$ cat config.mk
export PLATFORM = sky130hd
export DESIGN_NAME = button_gesture_detector
export DESIGN_NICKNAME = d
export VERILOG_FILES = /design/src/design/bgd_pkg.sv /design/src/design/bgd_cfg.sv /design/src/design/bgd_core.sv /design/src/design/bgd_out.sv /design/src/design/button_gesture_detector.sv
export SDC_FILE = /design/constraint.sdc
export NUM_CORES = 1
export LEC_CHECK = 0
export ABC_AREA = 1
export BUFFER_PORTS_ARGS = -buffer_cell sky130_fd_sc_hd__buf_2
export CORE_ASPECT_RATIO = 1.1
export CORE_MARGIN = 3
export CORE_UTILIZATION = 50
export DETAILED_ROUTE_END_ITERATION = 8
export PLACE_DENSITY = 0.75
export SKIP_CTS_REPAIR_TIMING = 1
export SYNTH_ARGS = -nofsm -noshare
export SYNTH_HDL_FRONTEND = slang
export SYNTH_SLANG_ARGS = --single-unit
$ cat constraint.sdc
create_clock -name clk -period 8 [get_ports clk]
set_input_delay 1.6 -clock clk [delete_from_list [all_inputs] [get_ports clk]]
set_output_delay 1.6 -clock clk [all_outputs]
set_load 0.005 [all_outputs]
$ cat src/design/bgd_pkg.sv
// ----------------------------------------------------------------------------
// bgd_pkg
// Shared types, phase and gesture codes, and register indexes for the
// button gesture detector.
// ----------------------------------------------------------------------------
package bgd_pkg;

  localparam int unsigned CfgIdxW = 3;
  localparam int unsigned CfgW    = 16;
  localparam int unsigned TimerW  = 16;
  localparam int unsigned ElapW   = 10;
  localparam int unsigned PhaseW  = 4;
  localparam int unsigned GestW   = 4;

  localparam logic [CfgIdxW-1:0] REG_DEBOUNCE = 3'd0;
  localparam logic [CfgIdxW-1:0] REG_HOLD     = 3'd1;
  localparam logic [CfgIdxW-1:0] REG_PRESS    = 3'd2;
  localparam logic [CfgIdxW-1:0] REG_DBL      = 3'd3;
  localparam logic [CfgIdxW-1:0] REG_ENABLE   = 3'd4;

  localparam logic [PhaseW-1:0] PH_REST      = 4'd0;
  localparam logic [PhaseW-1:0] PH_DOWN1_DB  = 4'd1;
  localparam logic [PhaseW-1:0] PH_DOWN1     = 4'd2;
  localparam logic [PhaseW-1:0] PH_HOLD      = 4'd3;
  localparam logic [PhaseW-1:0] PH_UP1_DB    = 4'd4;
  localparam logic [PhaseW-1:0] PH_UP1       = 4'd5;
  localparam logic [PhaseW-1:0] PH_PRESS1_DB = 4'd6;
  localparam logic [PhaseW-1:0] PH_DOWN2_DB  = 4'd7;
  localparam logic [PhaseW-1:0] PH_DOWN2     = 4'd8;
  localparam logic [PhaseW-1:0] PH_UP2_DB    = 4'd9;
  localparam logic [PhaseW-1:0] PH_PRESS2_DB = 4'd10;
  localparam logic [PhaseW-1:0] PH_LAST_DB   = 4'd11;

  localparam logic [GestW-1:0] G_NONE        = 4'd0;
  localparam logic [GestW-1:0] G_DOWN        = 4'd1;
  localparam logic [GestW-1:0] G_HOLD        = 4'd2;
  localparam logic [GestW-1:0] G_UP          = 4'd3;
  localparam logic [GestW-1:0] G_CLICK       = 4'd4;
  localparam logic [GestW-1:0] G_PRESS       = 4'd5;
  localparam logic [GestW-1:0] G_CLICK_HOLD  = 4'd6;
  localparam logic [GestW-1:0] G_DBL_CLICK   = 4'd7;
  localparam logic [GestW-1:0] G_CLICK_PRESS = 4'd8;

  typedef struct packed {
    logic             button_level;
    logic [ElapW-1:0] elapsed;
  } in_beat_t;

  typedef struct packed {
    logic [GestW-1:0] gesture;
    logic             also_up;
  } out_beat_t;

  typedef struct packed {
    logic [TimerW-1:0] debounce_time;
    logic [TimerW-1:0] hold_time;
    logic [TimerW-1:0] press_time;
    logic [TimerW-1:0] double_click_time;
    logic              enable_reporting;
  } cfg_t;

  typedef struct packed {
    logic valid;
    logic take;
  } stage_ctl_t;

endpackage

$ cat src/design/bgd_cfg.sv
// ----------------------------------------------------------------------------
// bgd_cfg
// Configuration register file with reset defaults.
// ----------------------------------------------------------------------------
module bgd_cfg (
  input  logic                        clk,
  input  logic                        rst,
  input  logic                        cfg_we,
  input  logic [bgd_pkg::CfgIdxW-1:0] cfg_index,
  input  logic [bgd_pkg::CfgW-1:0]    cfg_data,
  output bgd_pkg::cfg_t               cfg
);

  always_ff @(posedge clk) begin
    if (rst) begin
      cfg.debounce_time     <= 16'd20;
      cfg.hold_time         <= 16'd1000;
      cfg.press_time        <= 16'd300;
      cfg.double_click_time <= 16'd250;
      cfg.enable_reporting  <= 1'b1;
    end else if (cfg_we) begin
      case (cfg_index)
        bgd_pkg::REG_DEBOUNCE: cfg.debounce_time     <= cfg_data;
        bgd_pkg::REG_HOLD:     cfg.hold_time         <= cfg_data;
        bgd_pkg::REG_PRESS:    cfg.press_time        <= cfg_data;
        bgd_pkg::REG_DBL:      cfg.double_click_time <= cfg_data;
        bgd_pkg::REG_ENABLE:   cfg.enable_reporting  <= cfg_data[0];
        default: ;
      endcase
    end
  end

endmodule

$ cat src/design/bgd_core.sv
// ----------------------------------------------------------------------------
// bgd_core
// Input register, phase/timer state and the one-pass gesture decision.
// ----------------------------------------------------------------------------
module bgd_core (
  input  logic                 clk,
  input  logic                 rst,
  input  bgd_pkg::cfg_t        cfg,
  input  logic                 in_valid,
  output logic                 in_stall,
  input  bgd_pkg::in_beat_t    in_data,
  output bgd_pkg::stage_ctl_t  ctl_up,
  input  bgd_pkg::stage_ctl_t  ctl_dn,
  output bgd_pkg::out_beat_t   res
);

  logic                        s1_valid;
  bgd_pkg::in_beat_t           s1_data;
  logic [bgd_pkg::PhaseW-1:0]  phase;
  logic [bgd_pkg::PhaseW-1:0]  phase_next;
  logic [bgd_pkg::TimerW-1:0]  timer;
  logic [bgd_pkg::TimerW-1:0]  timer_next;
  logic [bgd_pkg::TimerW:0]    sum;
  logic [bgd_pkg::TimerW-1:0]  adv;
  logic [bgd_pkg::GestW-1:0]   g;
  logic                        high;
  logic                        take;

  assign take     = ctl_dn.take;
  assign in_stall = s1_valid && !take;
  assign ctl_up   = '{valid: s1_valid, take: 1'b0};

  always_ff @(posedge clk) begin
    if (rst) begin
      s1_valid <= 1'b0;
    end else if (!in_stall) begin
      s1_valid <= in_valid;
    end
  end

  always_ff @(posedge clk) begin
    if (!in_stall && in_valid) begin
      s1_data <= in_data;
    end
  end

  always_ff @(posedge clk) begin
    if (rst) begin
      phase <= bgd_pkg::PH_REST;
      timer <= '0;
    end else if (take) begin
      phase <= phase_next;
      timer <= timer_next;
    end
  end

  assign high = s1_data.button_level;
  assign sum  = {1'b0, timer} + {{(bgd_pkg::TimerW + 1 - bgd_pkg::ElapW){1'b0}}, s1_data.elapsed};
  assign adv  = sum[bgd_pkg::TimerW] ? {bgd_pkg::TimerW{1'b1}} : sum[bgd_pkg::TimerW-1:0];

  always_comb begin
    phase_next = phase;
    timer_next = timer;
    g          = bgd_pkg::G_NONE;
    case (phase)
      bgd_pkg::PH_DOWN1_DB, bgd_pkg::PH_DOWN2_DB: begin
        timer_next = adv;
        if (adv >= cfg.debounce_time) begin
          if (high) begin
            phase_next = (phase == bgd_pkg::PH_DOWN1_DB) ? bgd_pkg::PH_DOWN1
                                                          : bgd_pkg::PH_DOWN2;
            timer_next = '0;
            g          = bgd_pkg::G_DOWN;
          end else begin
            phase_next = bgd_pkg::PH_REST;
          end
        end
      end
      bgd_pkg::PH_DOWN1, bgd_pkg::PH_DOWN2: begin
        timer_next = adv;
        if (adv >= cfg.hold_time) begin
          phase_next = bgd_pkg::PH_HOLD;
          g = (phase == bgd_pkg::PH_DOWN1) ? bgd_pkg::G_HOLD : bgd_pkg::G_CLICK_HOLD;
        end else if (!high) begin
          timer_next = '0;
          if (phase == bgd_pkg::PH_DOWN1) begin
            phase_next = (adv < cfg.press_time) ? bgd_pkg::PH_UP1_DB
                                                : bgd_pkg::PH_PRESS1_DB;
          end else begin
            phase_next = (adv < cfg.press_time) ? bgd_pkg::PH_UP2_DB
                                                : bgd_pkg::PH_PRESS2_DB;
          end
        end
      end
      bgd_pkg::PH_HOLD: begin
        if (!high) begin
          phase_next = bgd_pkg::PH_LAST_DB;
          timer_next = '0;
        end
      end
      bgd_pkg::PH_UP1_DB: begin
        timer_next = adv;
        if (adv >= cfg.debounce_time) begin
          if (!high) begin
            phase_next = bgd_pkg::PH_UP1;
            timer_next = '0;
            g          = bgd_pkg::G_UP;
          end else begin
            phase_next = bgd_pkg::PH_REST;
          end
        end
      end
      bgd_pkg::PH_UP1: begin
        timer_next = adv;
        if (high) begin
          phase_next = bgd_pkg::PH_DOWN2_DB;
          timer_next = '0;
        end else if (adv >= cfg.double_click_time) begin
          phase_next = bgd_pkg::PH_REST;
          g          = bgd_pkg::G_CLICK;
        end
      end
      bgd_pkg::PH_PRESS1_DB, bgd_pkg::PH_UP2_DB, bgd_pkg::PH_PRESS2_DB: begin
        // timer is kept on exit
        timer_next = adv;
        if (adv >= cfg.debounce_time) begin
          phase_next = bgd_pkg::PH_REST;
          if (!high) begin
            case (phase)
              bgd_pkg::PH_PRESS1_DB: g = bgd_pkg::G_PRESS;
              bgd_pkg::PH_UP2_DB:    g = bgd_pkg::G_DBL_CLICK;
              default:               g = bgd_pkg::G_CLICK_PRESS;
            endcase
          end
        end
      end
      bgd_pkg::PH_LAST_DB: begin
        timer_next = adv;
        if (adv >= cfg.debounce_time && !high) begin
          phase_next = bgd_pkg::PH_REST;
          timer_next = '0;
          g          = bgd_pkg::G_UP;
        end
      end
      default: begin
        phase_next = bgd_pkg::PH_REST;
        if (high) begin
          phase_next = bgd_pkg::PH_DOWN1_DB;
          timer_next = '0;
        end
      end
    endcase
  end

  always_comb begin
    res.gesture = cfg.enable_reporting ? g : bgd_pkg::G_NONE;
    res.also_up = (res.gesture == bgd_pkg::G_PRESS) ||
                  (res.gesture == bgd_pkg::G_CLICK_PRESS);
  end

  a_phase_range: assert property (@(posedge clk) disable iff (rst)
    phase <= bgd_pkg::PH_LAST_DB)
    else $error("phase left the used code range");

  a_state_held: assert property (@(posedge clk) disable iff (rst)
    !take |=> $stable(phase) && $stable(timer))
    else $error("state moved without a beat");

  a_hold_stays: assert property (@(posedge clk) disable iff (rst)
    take && phase == bgd_pkg::PH_HOLD && high |=> phase == bgd_pkg::PH_HOLD)
    else $error("hold phase left while still pressed");

endmodule

$ cat src/design/bgd_out.sv
// ----------------------------------------------------------------------------
// bgd_out
// Result register; decides when the decision stage moves forward.
// ----------------------------------------------------------------------------
module bgd_out (
  input  logic                 clk,
  input  logic                 rst,
  input  bgd_pkg::stage_ctl_t  ctl_up,
  output bgd_pkg::stage_ctl_t  ctl_dn,
  input  bgd_pkg::out_beat_t   res,
  output logic                 out_valid,
  input  logic                 out_stall,
  output bgd_pkg::out_beat_t   out_data
);

  logic take;

  assign take   = ctl_up.valid && (!out_valid || !out_stall);
  assign ctl_dn = '{valid: out_valid, take: take};

  always_ff @(posedge clk) begin
    if (rst) begin
      out_valid <= 1'b0;
    end else if (!out_valid || !out_stall) begin
      out_valid <= ctl_up.valid;
    end
  end

  always_ff @(posedge clk) begin
    if (take) begin
      out_data <= res;
    end
  end

  a_also_up: assert property (@(posedge clk) disable iff (rst)
    out_valid && out_data.also_up |->
      (out_data.gesture == bgd_pkg::G_PRESS || out_data.gesture == bgd_pkg::G_CLICK_PRESS))
    else $error("also_up without a press gesture");

endmodule

$ cat src/design/button_gesture_detector.sv
// ----------------------------------------------------------------------------
// button_gesture_detector
// An accepted beat passes the input register, then the result register.
// Throughput: one tick per cycle unless out_stall holds the output; phase and
// timer update in a single pass between the input and result registers.
// Reset (rst, synchronous): registers to defaults, phase to rest, timer to 0.
// ----------------------------------------------------------------------------
module button_gesture_detector (
  input  logic                        clk,
  input  logic                        rst,
  input  logic                        in_valid,
  output logic                        in_stall,
  input  bgd_pkg::in_beat_t           in_data,
  output logic                        out_valid,
  input  logic                        out_stall,
  output bgd_pkg::out_beat_t          out_data,
  input  logic                        cfg_we,
  input  logic [bgd_pkg::CfgIdxW-1:0] cfg_index,
  input  logic [bgd_pkg::CfgW-1:0]    cfg_data
);

  bgd_pkg::cfg_t       cfg;
  bgd_pkg::stage_ctl_t ctl_up;
  bgd_pkg::stage_ctl_t ctl_dn;
  bgd_pkg::out_beat_t  res;

  bgd_cfg u_cfg (
    .clk       (clk),
    .rst       (rst),
    .cfg_we    (cfg_we),
    .cfg_index (cfg_index),
    .cfg_data  (cfg_data),
    .cfg       (cfg)
  );

  bgd_core u_core (
    .clk      (clk),
    .rst      (rst),
    .cfg      (cfg),
    .in_valid (in_valid),
    .in_stall (in_stall),
    .in_data  (in_data),
    .ctl_up   (ctl_up),
    .ctl_dn   (ctl_dn),
    .res      (res)
  );

  bgd_out u_out (
    .clk       (clk),
    .rst       (rst),
    .ctl_up    (ctl_up),
    .ctl_dn    (ctl_dn),
    .res       (res),
    .out_valid (out_valid),
    .out_stall (out_stall),
    .out_data  (out_data)
  );

endmodule
### Yosys cells after proc, flatten, opt, wreduce, memory -nomap -nowiden

Cells that the tools add are included.

* reductions and logical operators: 23
* add/sub/neg operators: 1
* $lt $le $gt $ge: 4
* multiplexer cells: 40
* equality and inequality tests: 24

Operator list (number)
* $mux W16: 9
* $pmux W16 S7: 1
* $mux W4: 19
* $ge A16 B16 Y1: 3
* $pmux W4 S7: 1
* $pmux W4 S6: 1
* $eq A4 B3 Y1 const B: 5
* $eq A4 B4 Y1 const B: 5
* $add A16 B10 Y17: 1
* $lt A16 B16 Y1: 1
* $reduce_and A2 Y1: 5
* $mux W3: 3
* $eq A4 B2 Y1 const B: 2
* $mux W2: 4
* $ne A2 B1 Y1 const B: 4
* $pmux W4 S2: 1
* $reduce_and A8 Y1: 1
* $reduce_bool A8 Y1: 1
* $eq A3 B2 Y1 const B: 2
* $logic_not A1 Y1: 5
* $eq A4 B1 Y1 const B: 1
* $logic_and A1 B1 Y1: 4
* $reduce_or A2 Y1: 2
* $eq A3 B1 Y1 const B: 1
* other kinds (9): 10

* word-level logic and storage cells: 105
* register bits after elaboration: 103
* output and inout bits: 7

### Longest topological paths before layout

Gate-level depths: netlist of run 1.

* depth after elaboration: 9
* mapped depth: 25

### Cells and area by module

A second synthesis of run 1 with hierarchy kept.

* cell total of the unflattened synthesis: 962
* area, all modules: 6782.8 µm²

By module, submodules not included
* bgd_core: cells an instance 584, sequential area each 750.7 µm², area an instance 3981.3 µm², instances 1
* bgd_cfg: cells an instance 366, sequential area each 1301.2 µm², area an instance 2595.0 µm², instances 1
* bgd_out: cells an instance 12, sequential area each 170.2 µm², area an instance 206.4 µm², instances 1

### Worst setup path after synthesis of run 1

No wires, ideal clock.

* kind: flip-flop to flip-flop
* start point: reg u_core.s1_data[0] in the netlist's numbering
* end point: reg u_core.timer[9] in the netlist's numbering
* data arrival time: 3.340 ns
* data required time: 7.868 ns
* period minus slack after synthesis: 3.473 ns
* library setup time: 0.132 ns
* setup slack: 4.527 ns
* path buffers: 1
* stages on the path, launching flop included: 26
* cell sequence: edfxtp_1 > ha_1 > fa_1 > nand2_1 > nand2_1 > nand3_1 > nand2_1 > nand2_1 > nand2_2 > inv_1 > o21ai_0 > a21oi_1 > inv_1 > ha_1 > nand3_1 > nor3_2 > nand3_1 > nand3_2 > nand2_2 > inv_1 > nor2_1 > nor2_1 > nand4_2 > buf_6 > nand3_1 > a21oi_1

* cells in the longest elaborated chain, start to end: 6
* elaborated cells between the ends (all ways): 12
* classes of those cells: 1 x add/sub; 2 x order compare; 8 x mux; 1 x reduce/logical

Ends and longest elaborated chain
* start: declaration: line bgd_core.sv:18 `bgd_pkg::in_beat_t s1_data;`
* start signal: assignment: line bgd_core.sv:43 `s1_data <= in_data;`
* $add A16 B10 Y17 *: line bgd_core.sv:58 `assign sum = {1'b0, timer} + {{(bgd_pkg::TimerW + 1 - bgd_pkg::ElapW){1'b0}}, s1_data.elapsed};`
* $mux W16 *: line bgd_core.sv:59 `assign adv = sum[bgd_pkg::TimerW] ? {bgd_pkg::TimerW{1'b1}} : sum[bgd_pkg::TimerW-1:0];`
* $ge A16 B16 Y1: line bgd_core.sv:68, bgd_core.sv:103, bgd_core.sv:139
* $logic_and A1 B1 Y1: line bgd_core.sv:139 `if (adv >= cfg.debounce_time && !high) begin`
* $mux W16: line bgd_core.sv:139
* $pmux W16 S7 *: line bgd_core.sv:65 `case (phase)`
* end signal: assignment: line bgd_core.sv:53 `timer <= timer_next;`
* end: declaration: line bgd_core.sv:21 `logic [bgd_pkg::TimerW-1:0] timer;`

Mark *: on every way between the ends. The rest lies on a longest branch, timed or not.
A chain may end at the register's enable or synchronous reset.

### Worst setup path in the final report of run 1

* start point: reg u_core.s1_data[0] in the netlist's numbering
* end point: reg u_core.timer[6] in the netlist's numbering

Same word-level chain as after synthesis.

==> results_dict.tcl, run 1 <==
set metrics [dict create \
    synthArstFlopShare 0 \
    peakVddDrop_mv 0.0926 \
    finalSetupViolCount 0 \
    fin_crit_ps 4350 \
    holdPathStages 2 \
    grt_pass1_wl_um 23900 \
    grt_pass1_vias 5048 \
    numCtsBuffers 9 \
    path_clk_slew_ps 70 \
    synth_top_family_by_area "compound AO/OA/AOI/OAI gates" \
    syn_to_final_growth_pct 10.2 \
    crit_family "simple AND/OR/NAND/NOR gates" \
    numPortBuffers 41 \
    final-hold-violation-count 0 \
    synth_xor_area_frac 0.00713 \
    end_kind "flip-flop" \
    critPathRequiredTime_ps 8200 \
    grt_usage 0.217 \
    seq_area_frac_synth 0.362 \
    grt_overflow 0 \
    synth-compound-area-share 0.199 \
    synth-edff-count 16 \
    synth_simple_gate_area_share 0.186 \
    reg2reg_depth 24 \
    dp_hpwl_um 10900 \
    ys_types 44 \
    start_util 0.523 \
    outcome "finished clean" \
    postRouteAntennaNets 0 \
    cpPeakStageDelay_ps 410 \
    netlist_instances 812 \
    postSynthAreaPerCell_um2 7.56 \
    regToRegStartpoint "u_core.s1_data[0]" \
    final_util 0.576 \
    route.vias.total 5343 \
    holdCritPathClass "reg2reg" \
    path_buf_inv 2 \
    die_h_um 122 \
    fmaxAchievable_mhz 230 \
    yosysTopAreaCell "dfxtp_1" \
    fin_nets 955 \
    worstPathCellList "ha_1 > fa_1 > nand2_1 > nand2_1 > nand3_1 > nand2_1 > nand2_1 > nand2_2 > inv_1 > o21ai_0 > ha_1 > nand2_1 > o21ai_0 > nand2_1 > nand2_1 > nand2_1 > nand3_2 > nand2_2 > inv_1 > nor2_1 > nor2_1 > nand4_2 > nand3_1 > a21oi_1" \
    wl_per_cell_um 14.5 \
    clk_latency_ps 350 \
    rows 41 \
    routed_wl_um 14500 \
    p_seq_frac 0.472 \
    cp_slowest_cell "ha_1" \
    cp.arrival_ps 4560 \
    layout-drive-gt1-share 0.109 \
    diodes 0 \
    tritoncts "yes" \
    final_common_cell "nand2_1" \
    grt_max_degree 60 \
    r2r-end "u_core.timer[6]" \
    avgViaCountPerCell 5.34 \
    ys_seq_elements 103 \
    drt_iter0_markers 267 \
    finalClockSkew_ps 7.38 \
    layout_common_cells "nand2_1 (139), a21oi_1 (123), inv_1 (119), dfxtp_1 (87)" \
    synthAdderAreaFrac 0.152 \
    layout_setup_ws_ps 3650 \
    drc_errors 0 \
    cp_max_fo 16 \
    report.final.slew_viol_count 0 \
    powerDensity_mw_per_mm2 172 \
    core_mm2 0.0117 \
    rrSetupSlack_ps 3650 \
    worstHoldStart "u_cfg.cfg[63]" \
    min_to "u_cfg.cfg[63]" \
    fin_setup_tns_ps 0 \
    start_kind "flip-flop" \
    place_congestion 0.992 \
    die_w_um 112 \
    dieArea_mm2 0.0137 \
    switching_share 0.258 \
    io_pins 42 \
    drtPass1Iterations 5 \
    syn_area_mm2 0.00614 \
    p_int_mw 0.863 \
    synthTopCellsByArea "dfxtp_1 (28%), ha_1 (15%), a21oi_1 (10%)" \
    cts_htree_levels 3 \
    comb_power_share 0.127 \
    finalCritPeriodShare 0.544 \
    slew_headroom 0.384 \
    clkPwrFrac 0.402 \
    yosys_most_used_dff "dfxtp_1" \
    yosys.area.top_type_share 0.284 \
    cts_sinks 103 \
    maxCapViolations 0 \
    cts-root-buf "clkbuf_16" \
    worstMarginPinSlew_ps 922 \
    clock_path_buffers 2 \
    critPathKind "reg2reg" \
    yosys_warnings 0 \
    pre_cts_ws_ps 3740 \
    leakage_nw 3.12 \
    synth.area.mux_share 0 \
    power_switching_mw 0.300 \
    cpMostUsedCell "nand2_1" \
    antenna_found_initial 0 \
    synth_nets 921 \
    rsz0062_at_grt "false" \
]
## final cells by class
type / instances / area (µm²)
clock buffer: 11 / 264
tap: 150 / 188
fill: 1118 / 4980
timing repair buffer: 45 / 235
clock inverter: 4 / 50.0
inverter: 125 / 469
multi-input combinational: 562 / 3340
sequential: 103 / 2220
## worst min-delay path: stages, from the launching register on
cell and delay (ps):
dfxtp_1 300, inv_1 60, a21oi_1 50
## cell families (layout without fill, tap and decap cells)
group	count (synthesis)	in the layout
buf+inv	147	185
fa+ha+maj	74	74
flops	103	103
xor+xnor	5	5
compound gates	225	225
simple gates	258	258
## registers in the layout, summed over array words and instances, names as in the netlist
register,cells
u_out.out_valid,1
u_out.out_data,5
u_core.s1_data,10
u_core.phase,4
u_core.high,1
u_cfg.cfg,65
u_core.s1_valid,1
u_core.timer,16
## worst max path at each step
stage                 startpoint               to  depth (start not counted)
6_report       u_core.s1_data[0]  u_core.timer[6]                         24
5_1_grt        u_core.s1_data[0]  u_core.timer[0]                         24
4_1_cts        u_core.s1_data[0]  u_core.timer[6]                         24
3_5_place_dp   u_core.s1_data[0]  u_core.timer[6]                         24
3_3_place_gp   u_core.s1_data[0]  u_core.timer[6]                         24
2_1_floorplan  u_core.s1_data[0]  u_core.timer[9]                         25
## cells in the mapped netlist, types with 2 or more instances
cell type / number
nand2_1: 139
a21oi_1: 123
inv_1: 120
dfxtp_1: 87
ha_1: 73
o21ai_0: 73
nor2_1: 44
nand3_1: 36
clkbuf_1: 17
edfxtp_1: 16
o211ai_1: 15
nor3_1: 10
nand2_2: 6
nor2_2: 6
inv_2: 5
or2_2: 4
nand4_1: 3
xor2_1: 3
a211oi_1: 2
a21o_1: 2
nand3_2: 2
nor3_2: 2
o21ai_1: 2
xnor2_1: 2
## power by group through the flow
stage	logic (mW)	registers, mW	clock network, mW
finish	0.147	0.549	0.467
global route	0.168	0.550	0.492
CTS	0.147	0.549	0.475
detailed placement	0.145	0.561	0
global placement	0.143	0.560	0
floorplan	0.104	0.559	0
## routing by layer
layer,GRT usage,share of wire
met1,0.270,0.45
met3,0.0276,0.035
met4,0.0760,0.019
met5,0,0
met2,0.389,0.50
## per-stage QoR
step	power [mW]	area [µm²]	std cells	hold WS (ps)
floorplan	0.664	6140	812	435
global placement	0.703	6450	985	450
detailed placement	0.706	6450	985	453
CTS	1.17	6770	1000	464
global route	1.21	6770	1000	484
finish	1.16	6770	1000	462
No activity file was read; power rests on OpenSTA's default activity.
==> inputs of run 2 (changes only) <==
Settings changed: PLACE_DENSITY 0.75 to 0.78.
Clock period 8 ns to 3.7 ns, I/O delays scaled along.
==> results_dict.tcl, run 2 (synthesized netlist as in run 1, its figures left out) <==
set metrics [dict create \
    start_util 0.523 \
    final_common_cell "nand2_1" \
    grt_max_degree 59 \
    fin_nets 989 \
    numCtsBuffers 9 \
    rsz0062_at_grt "true" \
    layout_common_cells "nand2_1 (129), inv_1 (115), a21oi_1 (112), dfxtp_1 (87), o21ai_0 (71)" \
    path_clk_slew_ps 70 \
    pre_cts_ws_ps -107 \
    drtPass1Iterations 7 \
    path_buf_inv 4 \
    critPathKind "reg2reg" \
    reg2reg_depth 26 \
    slew_headroom 0.418 \
    final_util 0.625 \
    die_w_um 112 \
    fin_setup_tns_ps -1260 \
    clk_latency_ps 350 \
    rrSetupSlack_ps -90 \
    rows 41 \
    grt_pass1_vias 5230 \
    cp.arrival_ps 3990 \
    cpPeakStageDelay_ps 380 \
    core_mm2 0.0117 \
    cts_htree_levels 3 \
    layout-drive-gt1-share 0.205 \
    finalClockSkew_ps 5.44 \
    finalSetupViolCount 20 \
    min_to "u_cfg.cfg[3]" \
    dieArea_mm2 0.0137 \
    tritoncts "yes" \
    regToRegStartpoint "u_core.s1_data[0]" \
    holdCritPathClass "reg2reg" \
    hold_ws_ps 463 \
    diodes 0 \
    finalCritPeriodShare 1.02 \
    layout_setup_ws_ps -87.1 \
    report.final.slew_viol_count 0 \
    worstMarginPinSlew_ps 871 \
    numPortBuffers 41 \
    powerDensity_mw_per_mm2 354 \
    route.vias.total 5545 \
    worstHoldStart "u_cfg.cfg[3]" \
    fmaxAchievable_mhz 264 \
    fin_crit_ps 3790 \
    end_kind "flip-flop" \
    drc_errors 0 \
    cp_slowest_cell "edfxtp_1" \
    die_h_um 122 \
    cpMostUsedCell "nand2_2" \
    instances_no_fill 1035 \
    violations "negative setup slack" \
    leakage_nw 3.33 \
    place_congestion 0.893 \
    r2r-end "u_core.timer[0]" \
    antenna_found_initial 0 \
    grt_pass1_wl_um 24300 \
    clock_path_buffers 2 \
    grt_usage 0.219 \
    place_inst 1012 \
    crit_family "simple AND/OR/NAND/NOR gates" \
    crit_cells 26 \
    grt_overflow 0 \
    top_regs "u_cfg.cfg (65), u_core.timer (16), u_core.s1_data (10)" \
    dp_hpwl_um 11100 \
    syn_to_final_growth_pct 19.5 \
    largest_reg_flops 65 \
    holdPathStages 2 \
    wl_per_cell_um 14.7 \
    final-hold-violation-count 0 \
    post_dp_cell_area_mm2 0.00667 \
    cts_sinks 103 \
    critPathRequiredTime_ps 3900 \
    final_area_mm2 0.00734 \
    avgViaCountPerCell 5.36 \
    cts-root-buf "clkbuf_16" \
    cp_max_fo 8 \
    maxCapViolations 0 \
    outcome "complete, but fails checks" \
    peakVddDrop_mv 0.217 \
    start_kind "flip-flop" \
    regMostFlops "u_cfg.cfg" \
    power.total_mw 2.60 \
    drt_iter0_markers 284 \
    io_pins 42 \
    postRouteAntennaNets 0 \
    routed_wl_um 15200 \
]
[run 2: worst reg2reg max path, stage by stage (launching register included)]
cell and delay (ps):
edfxtp_1 380, ha_2 200, fa_2 370, nand2_2 80
nand2_2 60, nand3_2 70, nand2_2 70, a31oi_1 170
buf_4 150, nor3_2 40, nor2_1 160, nand2_2 160
ha_4 310, nand2_4 40, inv_2 50, nand3_2 70
nor3_2 210, nand3_1 130, nand3_2 120, nand2_4 90
inv_4 90, nor2_4 50, nor2_4 120, nand4_4 130
buf_12 180, nand3b_1 80, a21oi_1 80
[run 2: per-layer routing]
layer / global-route usage / vias to the layer above / part of all wire / routed length [µm]
met4: 0.119 / 0 / 0.039 / 588
met3: 0.0212 / 42 / 0.034 / 509
met5: 0 / - / 0 / 0
li1: - / 2848 / - / -
met2: 0.391 / 139 / 0.50 / 7590
met1: 0.261 / 2516 / 0.43 / 6490
[run 2: worst max path at each step]
stage,end,from,slack [ps]
global route,u_core.timer[3],u_core.s1_data[0],-330
CTS,u_core.timer[6],u_core.s1_data[0],-130
detailed placement,u_core.phase[2],u_core.s1_data[0],-110
finish,u_core.timer[0],u_core.s1_data[0],-90
floorplan,u_core.timer[9],u_core.s1_data[0],230
global placement,u_core.timer[6],u_core.s1_data[0],-100
[run 2: final cells by class]
| type | instances | area, µm² |
|---|---|---|
| multi-input combinational | 562 | 3610 |
| fill | 1034 | 4410 |
| clock inverter | 6 | 72.6 |
| tap | 150 | 188 |
| clock buffer | 10 | 250 |
| timing repair buffer | 79 | 524 |
| sequential | 103 | 2220 |
| inverter | 125 | 474 |
[run 2: where the power goes]
part / internal, mW / leakage [nW] / switching, mW
logic: 0.144 / 2.31 / 0.233
registers: 1.17 / 0.862 / 0.0138
clock network: 0.576 / 0.157 / 0.457
total: 1.89 / 3.33 / 0.704
